===== config.mk =====
export PLATFORM = sky130hd
export DESIGN_NAME = pnpe_fade
export DESIGN_NICKNAME = d
export VERILOG_FILES = /design/src/rtl/core/pnpe_pkg.sv /design/src/rtl/core/pnpe_fade.sv
export SDC_FILE = /design/constraint.sdc
export NUM_CORES = 2
export LEC_CHECK = 0
export BUFFER_PORTS_ARGS = -buffer_cell sky130_fd_sc_hd__clkbuf_2
export CELL_PAD_IN_SITES_DETAIL_PLACEMENT = 0
export CELL_PAD_IN_SITES_GLOBAL_PLACEMENT = 1
export CORE_ASPECT_RATIO = 1.1
export CORE_MARGIN = 10
export CORE_UTILIZATION = 52
export CTS_BUF_LIST = sky130_fd_sc_hd__clkbuf_8 sky130_fd_sc_hd__clkbuf_16
export CTS_CLUSTER_SIZE = 16
export DETAILED_ROUTE_END_ITERATION = 12
export PLACE_DENSITY_LB_ADDON = 0.1
export SYNTH_ARGS = -nofsm -noshare
export SYNTH_HDL_FRONTEND = slang
export SYNTH_SLANG_ARGS = --single-unit

===== constraint.sdc =====
create_clock -name clk -period 12.6 [get_ports clk]
set_input_delay 2.52 -clock clk [delete_from_list [all_inputs] [get_ports clk]]
set_output_delay 2.52 -clock clk [all_outputs]
set_load 0.005 [all_outputs]

===== src/rtl/core/pnpe_pkg.sv =====
// Shared constants, types and codes of the gradient noise point evaluator.
`timescale 1ns / 1ps
package pnpe_pkg;

  localparam int TABLE_SIZE = 256;
  localparam int TAB_W      = $clog2(TABLE_SIZE);
  localparam int FRAC_BITS  = 16;
  localparam int COORD_W    = 48;
  localparam int OFF_W      = 24;
  localparam int AMP_W      = 32;
  localparam int HASH_W     = 4;
  localparam int CORNERS    = 8;
  localparam int SUMLO_W    = FRAC_BITS + TAB_W;
  localparam int FADE_W     = FRAC_BITS + 1;
  localparam int CFG_IDX_W  = 2;

  // Input command codes
  localparam logic CMD_LOAD = 1'b0;
  localparam logic CMD_EVAL = 1'b1;

  // Configuration register indexes
  localparam logic [CFG_IDX_W-1:0] CFG_OFFSET_X = 2'd0;
  localparam logic [CFG_IDX_W-1:0] CFG_OFFSET_Y = 2'd1;
  localparam logic [CFG_IDX_W-1:0] CFG_OFFSET_Z = 2'd2;

  typedef logic [TAB_W-1:0]  tab_addr_t;
  typedef logic [TAB_W-1:0]  tab_data_t;
  typedef logic [HASH_W-1:0] hash_t;
  typedef logic [FRAC_BITS-1:0] frac_t;
  typedef logic [FADE_W-1:0] fade_t;

  // Permutation table write request
  typedef struct packed {
    logic      we;
    tab_addr_t addr;
    tab_data_t data;
  } tbl_wr_t;

endpackage


===== src/rtl/core/pnpe_fade.sv =====
// Quintic fade pipeline: 6t^5 - 15t^4 + 10t^3 in four registered steps.
`timescale 1ns / 1ps
module pnpe_fade import pnpe_pkg::*; (
  input  logic  clk,
  input  frac_t t,
  output fade_t f
);

  localparam int F  = FRAC_BITS;
  localparam int LW = F + 6;
  localparam int MW = 2 * F + 6;
  localparam int WW = F + 5;
  localparam logic signed [LW-1:0] SIX     = LW'(6);
  localparam logic signed [LW-1:0] FIFTEEN = LW'(15) <<< F;
  localparam logic signed [WW-1:0] TEN     = WW'(10) <<< F;

  logic signed [LW-1:0] lin;
  logic signed [MW-1:0] t_s, lin_s;
  logic signed [MW-1:0] m1_r;
  logic [2*F-1:0]       m2_r, m3_r;
  logic [F-1:0]         t_d1_r;
  logic signed [WW-1:0] w_r;
  logic [2*F+3:0]       m4_r;
  fade_t                f_r;

  assign lin   = $signed({6'd0, t}) * SIX - FIFTEEN;
  assign t_s   = $signed(MW'(t));
  assign lin_s = MW'(lin);

  // Step one: t*(6t-15) and t^2
  always_ff @(posedge clk) begin
    m1_r   <= t_s * lin_s;
    m2_r   <= t * t;
    t_d1_r <= t;
  end

  // Step two: w = t*(6t-15)+10 and t^3
  always_ff @(posedge clk) begin
    w_r  <= WW'(m1_r >>> F) + TEN;
    m3_r <= m2_r[2*F-1:F] * t_d1_r;
  end

  // Step three: t^3 * w, w is always positive
  always_ff @(posedge clk) begin
    m4_r <= (2*F+4)'(m3_r[2*F-1:F]) * (2*F+4)'(w_r[WW-2:0]);
  end

  // Step four: scale back
  always_ff @(posedge clk) begin
    f_r <= m4_r[2*F:F];
  end

  assign f = f_r;

endmodule


# Word level (Yosys, flattened, before mapping)
# Index checks and enable logic that the tools add are counted.
[totals] regBits=186 latch_bits=0 ram_bits=0 rom_bits=0 input_bits=17 n_memories=0
[classes] add_sub_neg=2 mul=5 div=0 order_cmp=0 n_eq_ne=0 shifts=0 mux=0 bitwise=0 reduce_logical=0
[ops] cell="$mul A16 B16 Y32" n=2
[ops] cell="$mul A17 B21 Y36" n=1
[ops] cell="$mul A16 B20 Y33" n=1
[ops] cell="$sub A19 B20 Y21 const B" n=1
[ops] cell="$add A20 B20 Y20 const B" n=1
[ops] cell="$mul A16 B2 Y18 const B" n=1

# Longest topological paths before layout
[logic_depth] word_depth=3 mapped_depth=42 mapped_depth_nobuf=41

# Least setup slack after synthesis
# Ideal clock, no wire load.
[synth_path] path_kind="input port to flip-flop" startpoint="input port t[2]" endpoint="register m1_r[35]" setup_ps=121 arrival_ps=11163 required_time_ps=12479 path_slack_ps=1317 path_stages=41 n_path_buf=4 cell_sequence="clkbuf_1 -> clkinv_1 -> fa_1 -> nor2b_1 -> o21ai_1 -> a21oi_1 -> o21a_1 -> o21ai_2 -> a21oi_2 -> a211oi_2 -> o31ai_2 -> xor2_2 -> buf_4 -> inv_2 -> ha_1 -> nand2b_1 -> or4_1 -> buf_2 -> [5 not listed] -> fa_1 -> inv_1 -> fa_1 -> fa_1 -> inv_1 -> fa_1 -> inv_1 -> ha_1 -> inv_1 -> o21ai_0 -> a211oi_1 -> and2_1 -> a211oi_1 -> o211ai_2 -> a41o_1 -> inv_2 -> a21oi_1 -> xnor2_1"
[synth_via] elab_chain_cells=3
[synth_lines] element="start: declaration" line="pnpe_fade.sv:5" source="input frac_t t,"
[synth_lines] element="$mul A16 B2 Y18" line="pnpe_fade.sv:26" source="assign lin = $signed({6'd0, t}) * SIX - FIFTEEN;"
[synth_lines] element="$sub A19 B20 Y21" line="pnpe_fade.sv:26"
[synth_lines] element="$mul A17 B21 Y36 (*)" line="pnpe_fade.sv:32" source="m1_r <= t_s * lin_s;"
[synth_lines] element="end signal: assignment" line="pnpe_fade.sv:32"
[synth_lines] element="end: declaration" line="pnpe_fade.sv:19" source="logic signed [MW-1:0] m1_r;"
# Every way passes the cells marked *; elsewhere a longest branch is shown, timed or not.

# Worst setup path in the final report
# Ends and elaborated chain as after synthesis.

==> tab_implementation.tex <==
\begin{tabular}{lr}
\hline
Metric & Value \\
\hline
\multicolumn{2}{l}{\textbf{Logic synthesis}} \\
\quad Dominant register cell in the synthesized netlist & sky130\_fd\_sc\_hd\_\_dfxtp\_1 \\
\quad Dominant cell by count in the synthesized netlist & sky130\_fd\_sc\_hd\_\_inv\_1 \\
\quad Synth Net Count & 5,483 \\
\quad Count of mapped cells out of synthesis & 4,155 \\
\quad EDFF count, synth & 0 \\
\quad Seq cells post-synth & 122 \\
\quad Synth Area per Inst & 9.151 sq um \\
\quad Portion of the post-synthesis area used by sequential elements & 0.06424 \\
\quad Area share of the largest cell type after synthesis & 0.4823 \\
\quad Total standard cell area after synthesis & 38,020 sq um \\
\quad Cell variety after synth & 71 \\
\quad Leading area contributor after synthesis & sky130\_fd\_sc\_hd\_\_fa\_1 \\
\quad Count of yosys warnings during synthesis & 0 \\
\quad Post-synth top cells & 1,128 x sky130\_fd\_sc\_hd\_\_inv\_1, 916 x sky130\_fd\_sc\_hd\_\_fa\_1, 640 x sky130\_fd\_sc\_hd\_\_nand2\_1 \\
\quad Share of async-settable or async-resettable flops after synthesis & 0 \\
\quad Largest cells by area after synthesis & sky130\_fd\_sc\_hd\_\_fa\_1 48\%, sky130\_fd\_sc\_hd\_\_ha\_1 13\%, sky130\_fd\_sc\_hd\_\_inv\_1 11\% \\
\multicolumn{2}{l}{\textbf{GRT}} \\
\quad GRT Total Usage & 0.2228 \\
\quad Global routing usage on met1 & 0.2992 \\
\quad Global route overflow & 0 \\
\quad Most congested layer reported by global routing & met2 \\
\quad Largest net degree at the start of global routing & 31 \\
\quad Via count of the first global-routing pass & 28,410 \\
\quad First-pass GRT wire length & 150,500 um \\
\quad Number of antenna violations at the first check in global routing & 3 \\
\quad Global routing usage on met2 & 0.3882 \\
\quad Met3 demand-to-capacity share in global routing & 0.01872 \\
\multicolumn{2}{l}{\textbf{Floorplan}} \\
\quad Core footprint & 72,170 sq um \\
\quad Die H & 303.6 um \\
\quad Effective utilization at floorplan & 0.5268 \\
\quad Horizontal extent of the die & 277.8 um \\
\quad Num rows & 103 \\
\quad I/O pin count & 34 \\
\quad Floorplan die area & 84,350 sq um \\
\multicolumn{2}{l}{\textbf{Clock tree}} \\
\quad Level count of the clock H-tree & 4 \\
\quad CTS tree & built \\
\quad Cts-stage hold buffer count & 0 \\
\quad Post-cts resize count & 0 \\
\quad Postcts setup bufs & 0 \\
\quad Clock Sinks & 122 \\
\quad Clk buf depth & 2 \\
\quad Clock root buffer & sky130\_fd\_sc\_hd\_\_clkbuf\_16 \\
\quad Number of buffers created by CTS & 17 \\
\quad Clock latency on the worst-skew pair & 0.47 ns \\
\quad Post-CTS clock slew at the launch and capture registers of the worst setup and hold paths & 0.08 ns \\
\multicolumn{2}{l}{\textbf{Setup path}} \\
\quad Most common cell on crit path & sky130\_fd\_sc\_hd\_\_fa\_1 \\
\quad Required time at the worst-slack endpoint & 12.96 ns \\
\quad Worst Path Class, Setup & in -> reg \\
\quad Endpoint class of the critical path & register \\
\quad Endpoint arrival time on the critical path & 12.22 ns \\
\quad CP max FO & 11 \\
\quad Critical path launch point type & input port \\
\quad Cell with the largest stage delay on the worst path & sky130\_fd\_sc\_hd\_\_a211oi\_1 \\
\quad Delay of the slowest cell on the worst path & 0.72 ns \\
\multicolumn{2}{l}{\textbf{Routing}} \\
\quad 1st-iter DRT viols & 1,074 \\
\quad Post-detailed-routing wire length & 88,970 um \\
\quad Detailed-route wire length per cell & 17.56 um \\
\quad TritonRoute pass-1 iters & 5 \\
\quad DRC viols & 0 \\
\quad Routed via count divided by cell count & 5.086 \\
\quad Number of vias in the routed layout & 25,780 \\
\quad Number of nets with antenna violations after detailed routing & 0 \\
\multicolumn{2}{l}{\textbf{Timing}} \\
\quad Headroom to the max-slew limit & 0.3423 \\
\quad RSZ-0062 raised after global routing & no \\
\quad Max Fclk & 84.34 MHz \\
\quad Worst Tran Pin Value & 0.9795 ns \\
\quad Worst Skew & 0.02156 ns \\
\quad WHS & 0.3178 ns \\
\quad Fin. Hold Viols & 0 \\
\quad Setup TNS & 0 ns \\
\quad Endpoints failing setup & 0 \\
\quad Period utilization & 0.9410 \\
\quad Count of final max-slew check failures & 0 \\
\quad Clock period minus worst slack & 11.86 ns \\
\multicolumn{2}{l}{\textbf{Layout}} \\
\quad Number of nets in the finished design & 5,438 \\
\quad Layout area overhead & 4.653\% \\
\quad Ratio of cells with drive above 1 in the final layout & 0.03905 \\
\quad Number of antenna diodes & 0 \\
\multicolumn{2}{l}{\textbf{Placement}} \\
\quad RD Place Congestion & 0.8334 \\
\quad HPWL after DPL & 73,120 um \\
\quad Port Buffers & 33 \\
\multicolumn{2}{l}{\textbf{Worst hold path}} \\
\quad Min-Delay Path Class & reg -> reg \\
\multicolumn{2}{l}{\textbf{Flow run}} \\
\quad Max Cap Violations & 0 \\
\multicolumn{2}{l}{\textbf{Run status}} \\
\quad Status & finished, final reports clean \\
\hline
\end{tabular}
-- cells by family after synthesis --
family	after synthesis	synth area share
AOI/OAI and AO/OA	185	0.03416
DFF	122	0.06424
and+or+nand+nor	1144	0.1370
adders and majority gates	1311	0.6123
xor gates and xnor gates	101	0.02366
buffers and inverters	1289	0.1277
muxes	3	0.0009542
-- per-stage QoR --
stage	instances	util	cell area (sq um)	setup slack [ns]
2_1_floorplan	4155	-	38020	1.317
3_3_place_gp	5036	0.5431	39200	0.3747
3_5_place_dp	5036	0.5431	39200	0.2863
4_1_cts	5068	0.5514	39790	0.7744
5_1_grt	5068	0.5514	39790	0.08038
6_report	5068	0.5514	39790	0.7437
-- layer usage --
metal  wire [um]  part of all wire  vias up
met1       40280              0.45    13440
met5           0                 0        -
met4        1515             0.017        0
li1            -                 -    11880
met3        2489             0.028       83
met2       44690              0.50      371
-- layout by cell type, fill, tap and decap left out, types with 12 or more instances in the layout --
master	count
sky130_fd_sc_hd__a21oi_1	51
sky130_fd_sc_hd__and2_1	277
sky130_fd_sc_hd__buf_4	56
sky130_fd_sc_hd__clkbuf_16	17
sky130_fd_sc_hd__clkbuf_2	33
sky130_fd_sc_hd__dfxtp_1	122
sky130_fd_sc_hd__fa_1	916
sky130_fd_sc_hd__ha_1	395
sky130_fd_sc_hd__inv_1	1128
sky130_fd_sc_hd__nand2_1	640
sky130_fd_sc_hd__nand3_1	12
sky130_fd_sc_hd__nor2_1	126
sky130_fd_sc_hd__nor2b_1	12
sky130_fd_sc_hd__nor3_1	26
sky130_fd_sc_hd__o21a_1	14
sky130_fd_sc_hd__o21ai_0	25
sky130_fd_sc_hd__xnor2_1	77
sky130_fd_sc_hd__xor2_1	22
-- sequential cells by signal, summed over array words and instances, names as in the netlist --
signal	count
m3_r	16
m2_r	16
f	17
m4_r	17
t_d1_r	16
w_r	20
m1_r	20
-- worst paths after layout --
| check | startpoint | endpoint | slack [ns] | cells past startpoint |
|---|---|---|---|---|
| setup / recovery | t[2] | m1_r[35] | 0.74 | 38 |
| hold / removal | m1_r[23] | w_r[7] | 0.32 | 0 |
| setup reg to reg | t_d1_r[5] | m3_r[30] | 5.63 | 23 |
| hold reg to reg | m1_r[23] | w_r[7] | 0.32 | 0 |
-- cell type report --
class | instances | area [sq um]
Inverter | 1136 | 4264
Clock buffer | 17 | 425.4
Fill cell | 6803 | 32380
Clock inverter | 15 | 168.9
Timing Repair Buffer | 89 | 585.6
Multi-Input combinational cell | 2744 | 30720
Tap cell | 945 | 1182
Sequential cell | 122 | 2442
-- critical path, delay by kind of cell --
family	cells	cell delay (ns)
AO/OA/AOI/OAI	13	3.05
XOR/XNOR	2	0.32
adder cells (fa/ha/maj)	9	3.99
buffers and inverters	7	0.66
AND/OR/NAND/NOR	7	1.69
Power is left out: the tool's default activity adds up to more than one toggle a clock period on the data nets, which glitch-free logic cannot reach.
